## src/design/distance_vector_parse_update_defines.svh

```systemverilog
// Assertion macros shared by the distance vector update design.
`ifndef DISTANCE_VECTOR_PARSE_UPDATE_DEFINES_SVH
`define DISTANCE_VECTOR_PARSE_UPDATE_DEFINES_SVH

`ifndef NO_ASSERTIONS
// Same-cycle implication, sampled on the rising clock edge.
`define DVPU_ASSERT_IMP(label, clk, rst, ante, cons) \
   label: assert property (@(posedge clk) disable iff (rst) (ante) |-> (cons)) \
      else $error("assertion failed");
// Next-cycle implication, sampled on the rising clock edge.
`define DVPU_ASSERT_NEXT(label, clk, rst, ante, cons) \
   label: assert property (@(posedge clk) disable iff (rst) (ante) |=> (cons)) \
      else $error("assertion failed");
`else
`define DVPU_ASSERT_IMP(label, clk, rst, ante, cons)
`define DVPU_ASSERT_NEXT(label, clk, rst, ante, cons)
`endif

`endif

```

## src/design/dvpu_pkg.sv

```systemverilog
// Types, codes and helper functions of the distance vector update design.
`timescale 1ns / 1ps
package dvpu_pkg;

   localparam int DEFAULT_TABLE_DEPTH = 64;

   // Operation codes of an input transfer.
   localparam logic [1:0] OP_LOAD = 2'd0;
   localparam logic [1:0] OP_READ = 2'd1;
   localparam logic [1:0] OP_CHAR = 2'd2;
   localparam logic [1:0] OP_NONE = 2'd3;

   // Message delimiters and digit bounds.
   localparam logic [7:0] CH_OPEN  = 8'h28;
   localparam logic [7:0] CH_CLOSE = 8'h29;
   localparam logic [7:0] CH_COMMA = 8'h2C;
   localparam logic [7:0] CH_ZERO  = 8'h30;
   localparam logic [7:0] CH_NINE  = 8'h39;

   localparam logic [14:0] SAT_MAX = 15'h7FFF;

   typedef struct packed {
      logic [15:0] origin;
      logic [15:0] destination;
      logic [15:0] weight;
   } entry_type;

   // A finished pair as seen by the parser, before the message state clears.
   typedef struct packed {
      logic        fire;
      logic [14:0] dest;
      logic [14:0] weight;
      logic [14:0] sender;
   } pair_type;

   // What the head of the ring needs to know about the running operation.
   typedef struct packed {
      logic [1:0]  op;
      logic        idx_hit;
      entry_type   load;
      logic [14:0] dest;
      logic [14:0] weight;
      logic [14:0] sender;
   } scan_type;

   typedef struct packed {
      entry_type next;
      logic      read_hit;
      logic      updated;
   } head_type;

   // acc * 10 + digit, saturated to the largest positive 16-bit value.
   function automatic logic [14:0] sat_digit(input logic [14:0] acc,
                                             input logic [3:0]  digit);
      logic [18:0] sum;
      sum = ({4'd0, acc} << 3) + ({4'd0, acc} << 1) + {15'd0, digit};
      return (sum > {4'd0, SAT_MAX}) ? SAT_MAX : sum[14:0];
   endfunction

endpackage

```

## src/design/dvpu_cell.sv

```systemverilog
// One routing table entry, held in a cell of the rotating ring.
`timescale 1ns / 1ps
module dvpu_cell (
   input  logic                clock,
   input  logic                reset,
   input  logic                shift,
   input  dvpu_pkg::entry_type din,
   output dvpu_pkg::entry_type dout
);

   dvpu_pkg::entry_type entry_ff, entry_in;

   always_comb begin
      entry_in = shift ? din : entry_ff;
   end

   // An empty entry reads as all ones in every field.
   always_ff @(posedge clock) begin
      if (reset) begin
         entry_ff <= '1;
      end else begin
         entry_ff <= entry_in;
      end
   end

   assign dout = entry_ff;

endmodule

```

## config.mk

```make
export PLATFORM = sky130hd
export DESIGN_NAME = dvpu_cell
export DESIGN_NICKNAME = d
export VERILOG_FILES = /design/src/design/distance_vector_parse_update_defines.svh /design/src/design/dvpu_pkg.sv /design/src/design/dvpu_cell.sv
export SDC_FILE = /design/constraint.sdc
export NUM_CORES = 1
export LEC_CHECK = 0
export BUFFER_PORTS_ARGS = -buffer_cell sky130_fd_sc_hd__buf_2
export CAP_MARGIN = 30
export CORE_MARGIN = 2
export CORE_UTILIZATION = 44
export DETAILED_ROUTE_END_ITERATION = 8
export GPL_TIMING_DRIVEN = 1
export PLACE_DENSITY_LB_ADDON = 0.1
export SETUP_SLACK_MARGIN = 0.1
export SKIP_CTS_REPAIR_TIMING = 1
export SYNTH_ARGS = -nofsm -noshare
export SYNTH_HDL_FRONTEND = slang
export SYNTH_SLANG_ARGS = --single-unit
```

## constraint.sdc

```tcl
create_clock -name clock -period 2.04 [get_ports clock]
set_clock_uncertainty 0.15 [all_clocks]
set_input_delay 0.204 -clock clock [delete_from_list [all_inputs] [get_ports clock]]
set_output_delay 0.204 -clock clock [all_outputs]
set_load 0.02 [all_outputs]
```

==> qor_table.md <==
| Item | Reported | Unit |
| --- | --- | --- |
| DRC violation count after routing | 0 | - |
| Residual overflow from global routing | 0 | - |
| Die extent in x | 67.5 | µm |
| Placement row count | 23 | - |
| Count of mapped cells out of synthesis | 159 | - |
| #FFs+latches synth | 48 | - |
| Starting density of the core | 44.9 | % |
| Via count of the first global-routing pass | 1169 | - |
| Quantity of I/O buffers inserted on ports | 98 | - |
| Clock latency reported for the late side of the worst-skew pair | 0.28 | ns |
| Antenna cell count | 0 | - |
| Count of filler cells inserted in the layout | 291 | - |
| Avg Vias per Cell | 4.57 | - |
| Via count | 1596 | - |
| Die footprint | 4550 | µm² |
| Clock tree from TritonCTS | done | - |
| CP Max Fanout | 2 | - |
| Outcome | finished, final reports clean | - |
| Share of layout cells above drive strength 1 | 35.5 | % |
| Flip-flop and latch area | 961 | µm² |
| Max Transition Viols Final | 0 | - |
| Static power due to leakage | 0.00128 | µW |
| Number of different library cells in the post-synthesis netlist | 7 | - |
| CTS sink count | 48 | - |
| Register clock-pin slew on the reported worst setup and hold paths | 0.08 | ns |
| Worst Hold Class | input pin to register | - |
| Worst rel slew slack | 70.2 | % |
| HPWL after DPL | 2380 | µm |
| Global-route wire length before repair | 5140 | µm |
| Cts bufs inserted | 5 | - |
| Number of top-level pins | 99 | - |
| Count of final hold-check violations | 0 | - |
| Remaining antenna violation count after routing | 0 | - |
| EDFF count, synth | 0 | - |
| # nets final | 350 | - |
| Total Wirelength | 4230 | µm |
| Max cap viols | 0 | - |
| Deepest clock path buffer count | 2 | - |
| Post-Synthesis Mean Instance Area | 11.1 | µm² |
| Per-cell routed wire length | 12.1 | µm |
| Top cell type by total area after synthesis | dfxtp_1 | - |
| Pwr dens | 691 | nW/µm² |
| CP cell instances | buf_2 | - |
| Number of H-tree levels | 2 | - |
| Most instantiated cells after synthesis | a211o_1, dfxtp_1, nor2b_1 | - |
| Number of synthesis warnings | 0 | - |
| Share of async-settable or async-resettable flops after synthesis | 0 | % |
| Worst Setup Slack post-DPL | 0.799 | ns |
| Critical path required time | 1.69 | ns |
| Setup repair after global routing missed its margin | false | - |
| Setup violators final | 0 | - |
| IR Drop Worst-Case VDD | 0.516 | mV |
| Cell Area, Placed | 2270 | µm² |
| Top post-synthesis cells by area | dfxtp_1, a211o_1, nor2b_1 | - |
| Final worst path period share | 57.1 | % |
| Cell area after technology mapping | 1770 | µm² |
| Area of the core region | 3940 | µm² |
| Antenna violations before repair | 0 | - |
| Portion of synthesized cell area occupied by the leading cell type | 54.2 | % |
| Layout overhead on the synthesized area | 59.9 | % |
| Clock Root Buffer | clkbuf_8 | - |
| Buffering stage count on the worst path with inverters included | 1 | - |
| Largest net degree at the start of global routing | 97 | - |
| Arrival time at the worst endpoint | 0.81 | ns |
| Design area | 2830 | µm² |
| Transition time at the pin with the least slew margin | 0.447 | ns |
| Critical path launch point type | register | - |
| Total Routing Usage GR | 14.8 | % |
| Timing-limited maximum frequency | 859 | MHz |
| Cell type of the slowest stage on the worst timing path | dfxtp_1 | - |
| Final critical-path required period | 1.16 | ns |
| Kind of critical path | register to primary output | - |
| Y dimension of the die | 67.5 | µm |
| Number of flip-flops under the largest register name | 48 | - |
| Area taken by multi-input logic gates | 721 | µm² |
| Register-to-Register Setup Slack | 1.11 | ns |
| Detailed-router iteration count before antenna repair | 4 | - |
| CP peak stage delay | 0.35 | ns |
| Final worst-path setup slack | 0.876 | ns |
| GPL Wtd Cong | 0.658 | - |
| Sequential cell area fraction in the yosys report | 54.2 | % |
| Endpoint kind of the worst setup timing path | primary output | - |
| Most used flip-flop cell after synthesis | dfxtp_1 | - |
| DR iter-0 viols | 65 | - |
| Post-Route Setup TNS | 0 | ns |
| Top cell family by delay on the critical path | flip-flops | - |
| Net count of the mapped netlist | 210 | - |
[where the power goes]
group          switching [µW]  total, µW  internal (µW)  leakage, µW
clock network             270        503            233    0.0000410
registers                26.2       1030           1000     0.000401
logic                     206        424            218     0.000836
[stage by stage]
step	utilization (%)	hold slack [ns]	power (µW)	instances
finish	71.9	0.325	1960	349
global route	71.9	0.340	2060	349
CTS	59.7	-0.0384	1910	301
detailed placement	57.7	0.264	1400	294
global placement	57.7	0.261	1400	294
floorplan	-	0.172	1270	159
[cell usage in the layout, fill, tap and decap left out, drive strengths merged]
master and n:
buf 100, nor2b 48, a211o 48, dfxtp 48, dlygate4sd3 48, clkbuf 6, clkinv 1
[layout make-up]
class | instances | share of cell area (%)
repair buffers | 148 | 35.7
multi-input cells | 96 | 25.4
flip-flops and latches | 48 | 33.9
well taps | 50 | 2.21
clock buffers | 6 | 2.56
clock inverters | 1 | 0.177
[routing by layer]
layer | vias up | share of wire, % | routed length [µm] | global-route usage, %
li1 | 838 | - | - | -
met1 | 700 | 45 | 1910 | 20.0
met2 | 56 | 47 | 1990 | 21.4
met3 | 2 | 7.2 | 306 | 6.17
met4 | 0 | 0.40 | 17 | 4.59
met5 | - | 0 | 0 | 0
[kinds of logic after synthesis]
family	Yosys count	synth area share [%]
buffers and inverters	15	5.08
AOI/OAI and AO/OA	48	23.7
DFF	48	54.2
and+or+nand+nor	48	16.9
[worst paths after layout]
check | startpoint | end | cells past startpoint
max | dout[32] | dout[32] | 1
min | reset | dout[12] | 2
max reg2reg | dout[32] | dout[32] | 2
min reg2reg | dout[29] | dout[29] | 2
No activity file was read; power rests on OpenSTA's default activity.
