## src/design/distance_vector_parse_update_defines.svh

```systemverilog
// Assertion macros shared by the distance vector update design.
`ifndef DISTANCE_VECTOR_PARSE_UPDATE_DEFINES_SVH
`define DISTANCE_VECTOR_PARSE_UPDATE_DEFINES_SVH

`ifndef NO_ASSERTIONS
// Same-cycle implication, sampled on the rising clock edge.
`define DVPU_ASSERT_IMP(label, clk, rst, ante, cons) \
   label: assert property (@(posedge clk) disable iff (rst) (ante) |-> (cons)) \
      else $error("assertion failed");
// Next-cycle implication, sampled on the rising clock edge.
`define DVPU_ASSERT_NEXT(label, clk, rst, ante, cons) \
   label: assert property (@(posedge clk) disable iff (rst) (ante) |=> (cons)) \
      else $error("assertion failed");
`else
`define DVPU_ASSERT_IMP(label, clk, rst, ante, cons)
`define DVPU_ASSERT_NEXT(label, clk, rst, ante, cons)
`endif

`endif

```

## src/design/dvpu_pkg.sv

```systemverilog
// Types, codes and helper functions of the distance vector update design.
`timescale 1ns / 1ps
package dvpu_pkg;

   localparam int DEFAULT_TABLE_DEPTH = 64;

   // Operation codes of an input transfer.
   localparam logic [1:0] OP_LOAD = 2'd0;
   localparam logic [1:0] OP_READ = 2'd1;
   localparam logic [1:0] OP_CHAR = 2'd2;
   localparam logic [1:0] OP_NONE = 2'd3;

   // Message delimiters and digit bounds.
   localparam logic [7:0] CH_OPEN  = 8'h28;
   localparam logic [7:0] CH_CLOSE = 8'h29;
   localparam logic [7:0] CH_COMMA = 8'h2C;
   localparam logic [7:0] CH_ZERO  = 8'h30;
   localparam logic [7:0] CH_NINE  = 8'h39;

   localparam logic [14:0] SAT_MAX = 15'h7FFF;

   typedef struct packed {
      logic [15:0] origin;
      logic [15:0] destination;
      logic [15:0] weight;
   } entry_type;

   // A finished pair as seen by the parser, before the message state clears.
   typedef struct packed {
      logic        fire;
      logic [14:0] dest;
      logic [14:0] weight;
      logic [14:0] sender;
   } pair_type;

   // What the head of the ring needs to know about the running operation.
   typedef struct packed {
      logic [1:0]  op;
      logic        idx_hit;
      entry_type   load;
      logic [14:0] dest;
      logic [14:0] weight;
      logic [14:0] sender;
   } scan_type;

   typedef struct packed {
      entry_type next;
      logic      read_hit;
      logic      updated;
   } head_type;

   // acc * 10 + digit, saturated to the largest positive 16-bit value.
   function automatic logic [14:0] sat_digit(input logic [14:0] acc,
                                             input logic [3:0]  digit);
      logic [18:0] sum;
      sum = ({4'd0, acc} << 3) + ({4'd0, acc} << 1) + {15'd0, digit};
      return (sum > {4'd0, SAT_MAX}) ? SAT_MAX : sum[14:0];
   endfunction

endpackage

```

## src/design/dvpu_head.sv

```systemverilog
// Work done on the entry passing the head of the ring: load, read or pair update.
`timescale 1ns / 1ps
module dvpu_head (
   input  dvpu_pkg::entry_type cur,
   input  dvpu_pkg::scan_type  ctrl,
   output dvpu_pkg::head_type  result
);

   logic dest_match;
   logic heavier;

   always_comb begin
      dest_match = cur.destination == {1'b0, ctrl.dest};
      heavier    = $signed(cur.weight) > $signed({1'b0, ctrl.weight});
      result.next     = cur;
      result.read_hit = 1'b0;
      result.updated  = 1'b0;
      case (ctrl.op)
         dvpu_pkg::OP_LOAD: begin
            if (ctrl.idx_hit) begin
               result.next = ctrl.load;
            end
         end
         dvpu_pkg::OP_READ: begin
            result.read_hit = ctrl.idx_hit;
         end
         dvpu_pkg::OP_CHAR: begin
            if (dest_match && heavier) begin
               result.next.weight = {1'b0, ctrl.weight};
               result.next.origin = {1'b0, ctrl.sender};
               result.updated     = 1'b1;
            end
         end
         default: begin
         end
      endcase
   end

endmodule

```

## config.mk

```make
export PLATFORM = sky130hd
export DESIGN_NAME = dvpu_head
export DESIGN_NICKNAME = d
export VERILOG_FILES = /design/src/design/distance_vector_parse_update_defines.svh /design/src/design/dvpu_pkg.sv /design/src/design/dvpu_head.sv
export SDC_FILE = /design/constraint.sdc
export NUM_CORES = 1
export LEC_CHECK = 0
export ABC_AREA = 1
export ABC_CLOCK_PERIOD_IN_PS = 3350
export BUFFER_PORTS_ARGS = -buffer_cell sky130_fd_sc_hd__buf_2
export CAP_MARGIN = 20
export CORE_MARGIN = 2
export CORE_UTILIZATION = 45
export DETAILED_ROUTE_END_ITERATION = 8
export GPL_TIMING_DRIVEN = 0
export PLACE_DENSITY_LB_ADDON = 0.2
export SLEW_MARGIN = 15
export SYNTH_ARGS = -nofsm -noshare
export SYNTH_HDL_FRONTEND = slang
export SYNTH_SLANG_ARGS = --single-unit
```

## constraint.sdc

```tcl
create_clock -name vclk -period 3.35
set_input_delay 0.67 -clock vclk [all_inputs]
set_output_delay 0.67 -clock vclk [all_outputs]
set_load 0.01 [all_outputs]
```

==> qor.csv <==
stage;metric;value;unit
yosys;count of cell types in the netlist;28;
timing;Slew Limit Headroom;0.5833;
yosys;Post-Syn Area per Cell;4.815;sq um
layout;seq_cells;0;
timing;Slew Limit Fails;0;
routing;post-DR wirelength/cell;12.49;um
yosys;top cell type by total area after synthesis;nand2_1;
timing;worst hold margin;1.633;ns
layout;P&R area growth vs syn;44.30;%
clock_tree;Hold Buf Count CTS;0;
worst_setup_path;CP Class;in -> out;
power;leak pwr;0.002213;uW
die;die width;76.78;um
yosys;Cells after Synth;495;
die;core area;0.005107;sq mm
power;proportion of power drawn by flip-flops and latches;0;
power;Sw Ratio;0.5731;
yosys;Area contributors post-synth;nand2_1 25%, inv_1 15%, nand3_1 13%, o211ai_1 9.4%, ha_1 7.9%;
layout;clkbuf count;0;
routing;final wirelength;9471;um
routing;DRC violations left;0;
power;P_int;178.1;uW
yosys;Ys Warns;0;
timing;Max Fclk;0.3201;GHz
routing;DR iter-0 viols;248;
layout;layout cell share with drive strength beyond 1;0.3110;
clock_tree;post-CTS setup buffer count;0;
grt;GRT Util Overall;0.3037;
job;max-cap violations;0;
worst_setup_path;Critical Path RT;2.68;ns
yosys;top cell type's share of synthesized area;0.2504;
power;Tot Pwr;417.2;uW
timing;final hold vios;0;
power;Switching Power;239.1;uW
placed_design;hpwl dp;7772;um
power;VDD IR-drop max;0.06548;mV
routing;ANT nets after route;0;
timing;Least-Margin Pin Slew;0.6251;ns
layout;Util after Layout;0.6734;
worst_setup_path;slowest cell on the critical path;ha_1;
timing;RSZ-0062 raised after global routing;false;
yosys;total nets after synthesis;654;
grt;GR Overflow Total;0;
routing;DR pass1 iterations;5;
placed_design;Port Buf Inserts;193;
worst_hold_path;Hold Crit Class;in -> out;
routing;Vias/cell;5.185;
yosys;Mapped Area;0.002384;sq mm
yosys;sequential-to-total area share from yosys stat;0;
grt;gr busiest metal;met2;
worst_setup_path;Critical Path Max Stage Delay;0.31;ns
power;Comb pwr share;1.000;
die;Placement Rows;26;
layout;# diodes;0;
worst_setup_path;CP arrival;2.45;ns
grt;GR met1 Demand/Resource;0.3500;
grt;grt met2 use;0.5877;
power;Power Dens Cells;121.3;mW/mm^2
die;IO Pins;194;
layout;Filler Cell Count;502;
outcome;status;completed;
grt;first-pass GRT wire length;15480;um
timing;Setup Viol. Count Final;0;
die;Die Y;76.78;um
grt;pin count of the biggest net entering global routing;11;
power;Clk pwr share;0;
grt;initial antenna violation count;0;
timing;Setup Total Neg Slack;0;ns
timing;final period utilization;0.9326;
grt;M3 GR Usage;0.02941;
layout;Seq. cell area;0;sq um
layout;Nets;849;
placed_design;RePlAce Congestion;0.9115;
worst_setup_path;crit-path most repeated cell;nand2_1;
timing;Final min period;3.124;ns
worst_setup_path;Worst setup EP type;output pin;
worst_setup_path;startpoint types;input port;
die;Die ar.;0.005895;sq mm
worst_setup_path;CP Max Fanout;10;
die;initial core utilization;0.4667;
worst_setup_path;critical path cell sequence;buf_2 -> inv_1 -> ha_1 -> nand2_1 -> nor2_1 -> nand2_1 -> nand2_1 -> nand2_1 -> nand2_2 -> clkbuf_4 -> nand3_4 -> nand2_1 -> nand3_1 -> nand3_1 -> buf_2;
routing;via count;3930;
grt;vias in the first global route;3671;
-- logic make-up (layout without fill, tap and decap cells) --
| logic type | count (synthesis) | count (layout) | synth area share |
|---|---|---|---|
| AND/OR/NAND/NOR | 293 | 293 | 0.5433 |
| adder cells (fa/ha/maj) | 15 | 15 | 0.07874 |
| multiplexers | 2 | 2 | 0.009448 |
| buffers and inverters | 128 | 321 | 0.2126 |
| AO/OA/AOI/OAI | 57 | 57 | 0.1559 |
-- area by class of cell --
class | count | area, sq um | share of cell area
multi-input cells | 367 | 1877 | 0.5457
repair buffers | 193 | 965.9 | 0.2808
inverters | 98 | 370.4 | 0.1077
plain buffers | 30 | 138.9 | 0.04038
well taps | 70 | 87.58 | 0.02546
-- cells in the mapped netlist (3+ instances only) --
master and instances:
nand2_1 159, nand4_1 29, nor2_1 35, clkbuf_1 17, nand3_1 62, buf_1 3
o21ai_0 3, a21oi_1 20, ha_1 15, inv_1 96, buf_2 7, o211ai_1 30
-- routing by layer --
| layer | vias up | wire (um) |
|---|---|---|
| li1 | 1984 | - |
| met1 | 1716 | 3699 |
| met2 | 200 | 4790 |
| met3 | 30 | 762 |
| met4 | 0 | 220 |
| met5 | - | 0 |
-- power groups by stage --
| stage | clock network, uW | logic (uW) | registers (uW) |
|---|---|---|---|
| 2_1_floorplan | 0 | 221 | 0 |
| 6_report | 0 | 417 | 0 |
| 3_5_place_dp | 0 | 411 | 0 |
| 5_1_grt | 0 | 466 | 0 |
| 3_3_place_gp | 0 | 402 | 0 |
| 4_1_cts | 0 | 413 | 0 |
-- final timing paths --
kind,slack (ns),to,startpoint,cells after the start
hold / removal,1.63,result[1],ctrl[95],3
setup / recovery,0.23,result[3],ctrl[22],15
-- critical path: cells and delay by family --
kind	cells	cell delay [ns]
adders and majority gates	1	0.31
buffers and inverters	4	0.49
and+or+nand+nor	10	0.97
-- stage by stage --
stage                     cells  cell area [sq um]  setup WS (ns)
final                       758               3440         0.2256
after global routing        758               3440        0.04047
after CTS                   758               3437         0.2171
after detailed placement    758               3437         0.2340
after global placement      758               3437         0.2467
after floorplan             495               2384         0.6825
-- timing repair --
action / CTS / global route
resized for setup: 0 / 1
setup endpoints to repair: 0 / 1
endpoints found under the hold margin: 0 / 0
-- cell usage in the layout, fill, tap and decap left out, types with 2 or more instances in the layout --
master and count:
nor2_1 35, o211ai_1 30, buf_1 3, mux2_2 2
a21oi_1 20, o21ai_0 3, buf_4 2, inv_1 96
nand4_1 29, clkbuf_1 17, nand2_1 159, buf_2 199
ha_1 15, nand3_1 62, nand2_2 2
Note: power is estimated with default switching activity, not from simulation.
