$ cat config.mk
export PLATFORM = sky130hd
export DESIGN_NAME = dvpu_parser
export DESIGN_NICKNAME = d
export VERILOG_FILES = /design/src/design/distance_vector_parse_update_defines.svh /design/src/design/dvpu_pkg.sv /design/src/design/dvpu_parser.sv
export SDC_FILE = /design/constraint.sdc
export NUM_CORES = 1
export LEC_CHECK = 0
export ABC_AREA = 1
export BUFFER_PORTS_ARGS = -buffer_cell sky130_fd_sc_hd__buf_2
export CAP_MARGIN = 20
export CORE_UTILIZATION = 30
export CTS_CLUSTER_SIZE = 14
export DETAILED_ROUTE_END_ITERATION = 6
export PLACE_DENSITY = 0.55
export RECOVER_POWER = 50
export REMOVE_ABC_BUFFERS = 1
export SLEW_MARGIN = 10
export SYNTH_ARGS = -nofsm -noshare
export SYNTH_HDL_FRONTEND = slang
export SYNTH_SLANG_ARGS = --single-unit
$ cat constraint.sdc
create_clock -name clock -period 6.1 [get_ports clock]
set_clock_uncertainty 0.1 [all_clocks]
set_input_delay 1.83 -clock clock [delete_from_list [all_inputs] [get_ports clock]]
set_output_delay 1.83 -clock clock [all_outputs]
set_load 0.02 [all_outputs]
$ cat src/design/distance_vector_parse_update_defines.svh
// Assertion macros shared by the distance vector update design.
`ifndef DISTANCE_VECTOR_PARSE_UPDATE_DEFINES_SVH
`define DISTANCE_VECTOR_PARSE_UPDATE_DEFINES_SVH

`ifndef NO_ASSERTIONS
// Same-cycle implication, sampled on the rising clock edge.
`define DVPU_ASSERT_IMP(label, clk, rst, ante, cons) \
   label: assert property (@(posedge clk) disable iff (rst) (ante) |-> (cons)) \
      else $error("assertion failed");
// Next-cycle implication, sampled on the rising clock edge.
`define DVPU_ASSERT_NEXT(label, clk, rst, ante, cons) \
   label: assert property (@(posedge clk) disable iff (rst) (ante) |=> (cons)) \
      else $error("assertion failed");
`else
`define DVPU_ASSERT_IMP(label, clk, rst, ante, cons)
`define DVPU_ASSERT_NEXT(label, clk, rst, ante, cons)
`endif

`endif

$ cat src/design/dvpu_pkg.sv
// Types, codes and helper functions of the distance vector update design.
`timescale 1ns / 1ps
package dvpu_pkg;

   localparam int DEFAULT_TABLE_DEPTH = 64;

   // Operation codes of an input transfer.
   localparam logic [1:0] OP_LOAD = 2'd0;
   localparam logic [1:0] OP_READ = 2'd1;
   localparam logic [1:0] OP_CHAR = 2'd2;
   localparam logic [1:0] OP_NONE = 2'd3;

   // Message delimiters and digit bounds.
   localparam logic [7:0] CH_OPEN  = 8'h28;
   localparam logic [7:0] CH_CLOSE = 8'h29;
   localparam logic [7:0] CH_COMMA = 8'h2C;
   localparam logic [7:0] CH_ZERO  = 8'h30;
   localparam logic [7:0] CH_NINE  = 8'h39;

   localparam logic [14:0] SAT_MAX = 15'h7FFF;

   typedef struct packed {
      logic [15:0] origin;
      logic [15:0] destination;
      logic [15:0] weight;
   } entry_type;

   // A finished pair as seen by the parser, before the message state clears.
   typedef struct packed {
      logic        fire;
      logic [14:0] dest;
      logic [14:0] weight;
      logic [14:0] sender;
   } pair_type;

   // What the head of the ring needs to know about the running operation.
   typedef struct packed {
      logic [1:0]  op;
      logic        idx_hit;
      entry_type   load;
      logic [14:0] dest;
      logic [14:0] weight;
      logic [14:0] sender;
   } scan_type;

   typedef struct packed {
      entry_type next;
      logic      read_hit;
      logic      updated;
   } head_type;

   // acc * 10 + digit, saturated to the largest positive 16-bit value.
   function automatic logic [14:0] sat_digit(input logic [14:0] acc,
                                             input logic [3:0]  digit);
      logic [18:0] sum;
      sum = ({4'd0, acc} << 3) + ({4'd0, acc} << 1) + {15'd0, digit};
      return (sum > {4'd0, SAT_MAX}) ? SAT_MAX : sum[14:0];
   endfunction

endpackage

$ cat src/design/dvpu_parser.sv
// Character parser: sender id from the header, destination and weight pairs from the body.
`timescale 1ns / 1ps
module dvpu_parser (
   input  logic               clock,
   input  logic               reset,
   input  logic               step,
   input  logic [7:0]         char_byte,
   input  logic               last_char,
   output dvpu_pkg::pair_type pair
);

   // Position within the message.
   localparam logic [1:0] POS_FIRST  = 2'd0;
   localparam logic [1:0] POS_SECOND = 2'd1;
   localparam logic [1:0] POS_BODY   = 2'd2;
   localparam logic [1:0] POS_SKIP   = 2'd3;

   // Capture mode bits.
   localparam logic [1:0] MODE_DEST   = 2'b01;
   localparam logic [1:0] MODE_WEIGHT = 2'b10;

   logic [1:0]  pos_ff, pos_in;
   logic [14:0] sender_ff, sender_in;
   logic [1:0]  mode_ff, mode_in;
   logic [14:0] accum_ff, accum_in;
   logic [14:0] pend_ff, pend_in;
   logic        is_digit;
   logic [3:0]  digit;
   logic [14:0] accum_dig;

   always_comb begin
      is_digit  = char_byte inside {[dvpu_pkg::CH_ZERO:dvpu_pkg::CH_NINE]};
      digit     = is_digit ? char_byte[3:0] : 4'd0;
      accum_dig = ((mode_ff != 2'd0) && is_digit) ?
                  dvpu_pkg::sat_digit(accum_ff, digit) : accum_ff;
      pos_in    = pos_ff;
      sender_in = sender_ff;
      mode_in   = mode_ff;
      accum_in  = accum_ff;
      pend_in   = pend_ff;
      pair.fire   = 1'b0;
      pair.dest   = pend_ff;
      pair.weight = accum_dig;
      pair.sender = sender_ff;
      case (pos_ff)
         POS_FIRST: begin
            if (is_digit) begin
               sender_in = {11'd0, digit};
               pos_in    = POS_SECOND;
            end else begin
               sender_in = '0;
               pos_in    = POS_SKIP;
            end
         end
         POS_SECOND: begin
            if (is_digit) begin
               sender_in = dvpu_pkg::sat_digit(sender_ff, digit);
            end
            pos_in = POS_BODY;
         end
         POS_SKIP: begin
            pos_in = POS_BODY;
         end
         default: begin
            accum_in = accum_dig;
            case (char_byte)
               dvpu_pkg::CH_OPEN: begin
                  mode_in = mode_ff | MODE_DEST;
               end
               dvpu_pkg::CH_COMMA: begin
                  pend_in  = accum_dig;
                  accum_in = '0;
                  mode_in  = MODE_WEIGHT;
               end
               dvpu_pkg::CH_CLOSE: begin
                  accum_in  = '0;
                  mode_in   = mode_ff & MODE_DEST;
                  pair.fire = 1'b1;
               end
               default: begin
               end
            endcase
         end
      endcase
      // The last character of a message leaves a clean parse state behind.
      if (last_char) begin
         pos_in    = POS_FIRST;
         sender_in = '0;
         mode_in   = '0;
         accum_in  = '0;
         pend_in   = '0;
      end
   end

   always_ff @(posedge clock) begin
      if (reset) begin
         pos_ff    <= POS_FIRST;
         sender_ff <= '0;
         mode_ff   <= '0;
         accum_ff  <= '0;
         pend_ff   <= '0;
      end else if (step) begin
         pos_ff    <= pos_in;
         sender_ff <= sender_in;
         mode_ff   <= mode_in;
         accum_ff  <= accum_in;
         pend_ff   <= pend_in;
      end
   end

endmodule

==> flow_metrics.py, run 1 <==
metrics = {
    "worst_setup_path": {
        "worstReg2RegEnd": "accum_ff[13]",
        "ff2ff_path_depth": 7,
        "crit_type": "input port to primary output",
        "cp_max_fo": 6,
        "r2r_start": "pos_ff[0]",
        "worstPathArrival_ps": 4480,
        "cp.required_ps": 4170,
        "worstSetupStartpointType": "input port",
        "end_kind": "primary output",
        "r2r_setup_slack_ps": 2480,
    },
    "die": {
        "die_x_um": 130.1,
        "design.core.area_um2": 15940,
        "io_pins": 58,
        "start_util_pct": 30.90,
        "die_h_um": 130.1,
        "num_rows": 46,
        "die-area_um2": 16940,
    },
    "pwr": {
        "power_switching_share_pct": 28.12,
        "worst_ir_drop_vdd_mv": 0.08885,
        "pwr-share-comb_pct": 12.0,
        "p_sw_uw": 197.8,
        "cellLeakagePower_uw": 0.003171,
        "p_clk_share_pct": 40.8,
        "powerDensity_nw_per_um2": 113.3,
        "p_int_uw": 505.6,
        "p_seq_share_pct": 47.2,
    },
    "yosys": {
        "yosys.area_share.simple_pct": 36.17,
        "synthMuxAreaShare_pct": 0,
        "syn-mean-instance-area_um2": 6.711,
        "synth_edf_count": 0,
        "syn_area_um2": 4926,
        "async_flop_share_pct": 0,
        "synth_top_family_by_area": "simple AND/OR/NAND/NOR gates",
        "syn_inst": 734,
        "ys_seq_area_share_pct": 19.91,
        "synth_cell_types": 43,
        "synth_compound_area_share_pct": 14.38,
        "synth-seq-cells": 49,
        "synthAdderAreaFrac_pct": 16.36,
        "synthFlopType": "dfxtp_1",
        "synth_xor_area_share_pct": 1.956,
        "ys.warnings.count": 0,
    },
    "placement": {
        "dp_cells": 1023,
        "placed_cell_area_um2": 5647,
        "io_buffers": 57,
        "dp.final_hpwl_mm": 10.19,
        "globalplace.congestion": 0.8469,
    },
    "clock_network": {
        "cts_root_buf": "clkbuf_16",
        "cts_max_path_buffers": 2,
        "cts.clk_slew.worst_paths_ps": 70,
        "cts_num_sinks": 49,
        "clk_latency_ps": 310,
        "h-tree-depth": 2,
        "cts_tree": "built",
        "numCtsBuffers": 5,
    },
    "sta": {
        "worstMarginPinSlew_ps": 2181,
        "slew_headroom_pct": -45.73,
        "finalSetupViolCount": 15,
        "hold_violations": 0,
        "worst_slack_ps": -309.7,
        "grt_setup_unrepaired": "true",
        "slew_viol_final": 16,
        "period_share_pct": 105.1,
        "finalCriticalPeriod_ps": 6410,
        "fmax_mhz": 156.0,
    },
    "run_status": {
        "outcome": "complete, but fails checks",
        "violations": "max-capacitance violations, max-slew violations, negative setup slack",
    },
    "routing": {
        "antenna_left": 0,
        "wl_mm": 13.74,
        "drc": 0,
        "first_pass_iters": 5,
        "wl_per_cell_um": 13.05,
        "drt_iter0_drc": 166,
        "vias": 4924,
        "via_per_inst": 4.676,
    },
    "min_path": {
        "holdPathStages": 2,
        "hold-path-endpoint": "mode_ff[0]",
        "hp-start": "mode_ff[0]",
        "hp-class": "register to register",
    },
    "cells_and_area": {
        "finalNonFillerCells": 1053,
        "final_nets": 910,
        "diodes": 0,
        "drive_gt1_share_pct": 25.45,
        "fin_area_um2": 6207,
        "area_delta_synth_final_pct": 26.01,
    },
    "global_routing": {
        "grt_overflow_total": 0,
        "grt_pass1_vias": 4453,
        "grt_usage_pct": 16.67,
        "grt_max_degree": 36,
        "grt_pass1_wl_mm": 22.00,
        "antenna_found_initial": 0,
    },
    "job": {
        "cap_violations": 1,
    },
}
power groups by stage:
stage | logic [µW] | clock network (µW) | registers [µW]
floorplan | 35.9 | 0 | 346
global placement | 77.7 | 0 | 339
detailed placement | 78.0 | 0 | 339
CTS | 84.6 | 300 | 332
global route | 93.4 | 312 | 333
finish | 84.3 | 287 | 332
routing by layer:
layer	GRT usage, %	share of wire [%]
met4	3.283	0.83
met5	0	0
met2	28.04	45
met3	2.993	4.2
met1	22.18	49
worst max-delay path: stages:
cell and delay, ps:
buf_6 100, nor2_4 110, nand3_2 110, nand3b_1 240, fa_1 490, buf_4 150, fa_2 340, inv_2 80
nand2_2 70, nand3_4 90, nand2_4 60, nand3_2 70, nand2_2 60, nor2_4 180, buf_8 190, nand3_4 90
nand2_2 80, inv_2 30, buf_6 120
per-stage QoR:
step | setup WS (ps) | TNS, ps | hold slack [ps] | utilization, % | power [µW]
3_5_place_dp | -439.5 | -5982 | 358.5 | 35.42 | 417.0
3_3_place_gp | -428.9 | -5847 | 363.6 | 35.42 | 416.7
6_report | -309.7 | -4362 | 363.9 | 38.93 | 703.3
4_1_cts | -367.0 | -5135 | 369.8 | 38.61 | 716.3
2_1_floorplan | -383.8 | -4768 | 333.0 | - | 382.1
5_1_grt | -466.0 | -6676 | 391.2 | 38.93 | 738.0
how the worst max path moves through the flow:
stage	from	end	slack [ps]	cells past startpoint
finish	char_byte[7]	pair[26]	-310	19
global route	char_byte[7]	pair[24]	-470	20
CTS	char_byte[7]	pair[26]	-370	19
detailed placement	char_byte[6]	pair[23]	-440	21
global placement	char_byte[6]	pair[29]	-430	21
floorplan	char_byte[6]	pair[15]	-380	18
state kept, by name, indices dropped and copies added, names as in the netlist:
signal     flops
pend_ff       15
sender_ff     15
accum_ff      15
pos_ff         2
mode_ff        2
timing repair:
action	in CTS	in global routing
buffers inserted	15	5
hold buffers	0	0
pin swaps	21	10
cloned	1	0
endpoints found under the hold margin	0	0
resized for setup	65	27
setup endpoints to repair	15	15
cells by family after synthesis:
group | after synthesis
DFF | 49
xor gates and xnor gates | 11
buffers and inverters | 133
adders and majority gates | 62
and+or+nand+nor | 354
AOI/OAI and AO/OA | 125
layout by cell type, fill, tap and decap left out, types with 32 or more instances in the layout:
cell type and instances:
nand2_1 162, inv_1 94, a21oi_1 68, ha_1 56
buf_4 51, dfxtp_1 49, nor2_1 48, nand3_1 36
clkbuf_1 32
area by class of cell:
type / instances / area, µm²
Fill cell: 1733 / 9736
Multi-Input combinational cell: 552 / 3553
Sequential cell: 49 / 980.9
Timing Repair Buffer: 114 / 835.8
Inverter: 114 / 427.9
Tap cell: 216 / 270.3
Clock buffer: 6 / 128.9
Clock inverter: 2 / 10.01
cell usage after synthesis (2+ instances only):
library cell  number  share of area, %
o21ai_0           28               2.8
nand3_4           10               3.6
nor2_1            50               3.8
nand2_1          179                14
fa_1               4               1.6
a21o_1             3              0.46
nand4_1           19               2.4
buf_2              8              0.81
or2_2             14               1.8
o21bai_1           2              0.30
a22oi_1            3              0.46
nor3_2             2              0.41
clkbuf_1           7              0.53
a21oi_1           70               7.1
nor2_4             4              0.91
ha_1              58                15
nand3_2            5               1.0
nand3_1           47               4.8
a21oi_2           13               2.3
dfxtp_1           49                20
xor2_1             7               1.2
xnor2_1            4              0.71
nor2_2             4              0.51
inv_2              8              0.61
buf_12             2              0.81
nand2_2           12               1.5
inv_1            106               8.1
(Power assumes the default switching activity.)
==> run 2, diff against run 1 <==
Settings changed: MAX_ROUTING_LAYER set to met4.
==> run 2 against run 1 <==
The flow still finishes with violations (max-capacitance violations, max-slew violations, negative setup slack). Routed wire length barely moved. Sequential power about the same. Die area did not move. Worst setup slack improved by 10 ps. Global-route usage increased by 0.51 points. Clock power barely moved. Critical path depth is the same. Hold slack barely moved. First-iteration DRC count grew 1.8%. Non-clock buffer count unchanged. Cell count did not move. Clock-buffer cell count stayed put. Critical endpoint is now pair[15].
==> flow_metrics.py, run 2 (synthesized netlist as in run 1, its figures left out) <==
metrics = {
    "cells_and_area": {
        "area_delta_synth_final_pct": 26.01,
        "layout_common_cells": "162 x nand2_1, 94 x inv_1, 68 x a21oi_1, 56 x ha_1, 51 x buf_4",
        "diodes": 0,
        "reg_top3": "accum_ff x15, pend_ff x15, sender_ff x15",
        "drive_gt1_share_pct": 25.45,
        "fin_area_um2": 6207,
        "final_common_cell": "nand2_1",
        "final_nets": 910,
    },
    "die": {
        "design.core.area_um2": 15940,
        "io_pins": 58,
        "die_h_um": 130.1,
        "die_x_um": 130.1,
        "die-area_um2": 16940,
        "start_util_pct": 30.90,
        "num_rows": 46,
    },
    "clock_network": {
        "cts_num_sinks": 49,
        "cts_root_buf": "clkbuf_16",
        "numCtsBuffers": 5,
        "clk_latency_ps": 310,
        "cts_tree": "built",
        "cts_max_path_buffers": 2,
        "h-tree-depth": 2,
        "cts.clk_slew.worst_paths_ps": 70,
    },
    "pwr": {
        "total_power_uw": 703.8,
        "power_switching_share_pct": 28.16,
        "p_sw_uw": 198.2,
        "cellLeakagePower_uw": 0.003171,
        "p_seq_share_pct": 47.2,
        "worst_ir_drop_vdd_mv": 0.09013,
        "p_clk_share_pct": 40.9,
        "p_int_uw": 505.6,
        "powerDensity_nw_per_um2": 113.4,
        "pwr-share-comb_pct": 12.0,
    },
    "sta": {
        "finalCriticalPeriod_ps": 6399,
        "grt_setup_unrepaired": "true",
        "finalSetupTns_ps": -4217,
        "holdWs_ps": 363.8,
        "fmax_mhz": 156.3,
        "slew_headroom_pct": -44.39,
        "slew_viol_final": 16,
        "hold_violations": 0,
        "finalSetupViolCount": 15,
        "worst_slack_ps": -299.4,
        "worstMarginPinSlew_ps": 2161,
        "period_share_pct": 104.9,
    },
    "placement": {
        "post-place-ws_ps": -439.5,
        "io_buffers": 57,
        "dp.final_hpwl_mm": 10.19,
        "globalplace.congestion": 0.8602,
        "placed_cell_area_um2": 5647,
    },
    "worst_setup_path": {
        "ff2ff_path_depth": 7,
        "worstPathArrival_ps": 4470,
        "worstSetupStartpointType": "input port",
        "cp_max_fo": 5,
        "end_kind": "primary output",
        "crit_type": "input port to primary output",
        "cp.required_ps": 4170,
    },
    "global_routing": {
        "grt_max_degree": 36,
        "antenna_found_initial": 0,
        "grt_overflow_total": 0,
        "grt_usage_pct": 17.17,
        "grt_pass1_vias": 4453,
        "grt_pass1_wl_mm": 21.99,
    },
    "routing": {
        "drc": 0,
        "wl_mm": 13.75,
        "wl_per_cell_um": 13.05,
        "antenna_left": 0,
        "vias": 4924,
        "via_per_inst": 4.676,
        "first_pass_iters": 6,
        "drt_iter0_drc": 169,
    },
    "run_status": {
        "outcome": "complete, but fails checks",
        "violations": "max-capacitance violations, max-slew violations, negative setup slack",
    },
    "min_path": {
        "holdPathStages": 2,
        "hp-class": "register to register",
    },
    "job": {
        "cap_violations": 1,
    },
}
-- run 2: final timing paths --
| check | start | end | slack [ps] |
|---|---|---|---|
| setup / recovery | char_byte[7] | pair[15] | -300 |
| hold / removal | mode_ff[0] | mode_ff[0] | 360 |
| hold reg to reg | mode_ff[0] | mode_ff[0] | 360 |
| setup reg to reg | pos_ff[0] | accum_ff[13] | 2530 |
-- run 2: final cells by class --
| cell class | instances | area, µm² |
|---|---|---|
| timing repair buffer | 114 | 835.8 |
| multi-input combinational | 552 | 3553 |
| inverter | 114 | 427.9 |
| tap | 216 | 270.3 |
| clock inverter | 2 | 10.01 |
| clock buffer | 6 | 128.9 |
| sequential | 49 | 980.9 |
| fill | 1733 | 9736 |
-- run 2: per-stage QoR --
step                util [%]  cells
global route           38.93   1053
floorplan                  -    715
CTS                    38.61   1047
detailed placement     35.42   1023
global placement       35.42   1023
finish                 38.93   1053
-- run 2: repair_timing --
action                                  4_1_cts  5_1_grt
hold endpoints to repair                      0        0
endpoints found under the setup margin       15       15
resized for setup                            65       27
setup buffers                                15        5
hold buffers                                  0        0
pin swaps                                    21       10
gates cloned                                  1        0
-- run 2: critical path: stages --
cell and delay, ps:
buf_6 100, nor2_4 110, nand3_2 100, nand3b_1 230, fa_1 480, buf_4 150
fa_2 340, inv_2 80, nand2_2 70, nand3_4 90, nand2_4 60, nand3_2 70
nand2_2 60, nor2_4 180, buf_12 170, nand3_2 80, nand2_2 80, inv_1 40
buf_4 140
-- run 2: metal layers --
layer | GRT usage, % | up-vias | share of wire [%]
met3 | 2.788 | 6 | 4.2
li1 | - | 2602 | -
met1 | 22.31 | 2229 | 49
met5 | - | - | 0
met2 | 28.04 | 87 | 46
met4 | 3.283 | 0 | 0.71
-- run 2: power by group through the flow --
stage | clock network, µW | logic (µW) | registers [µW]
4_1_cts | 300 | 84.6 | 332
2_1_floorplan | 0 | 35.9 | 346
5_1_grt | 312 | 93.4 | 333
6_report | 288 | 84.3 | 332
3_3_place_gp | 0 | 77.7 | 339
3_5_place_dp | 0 | 78.0 | 339
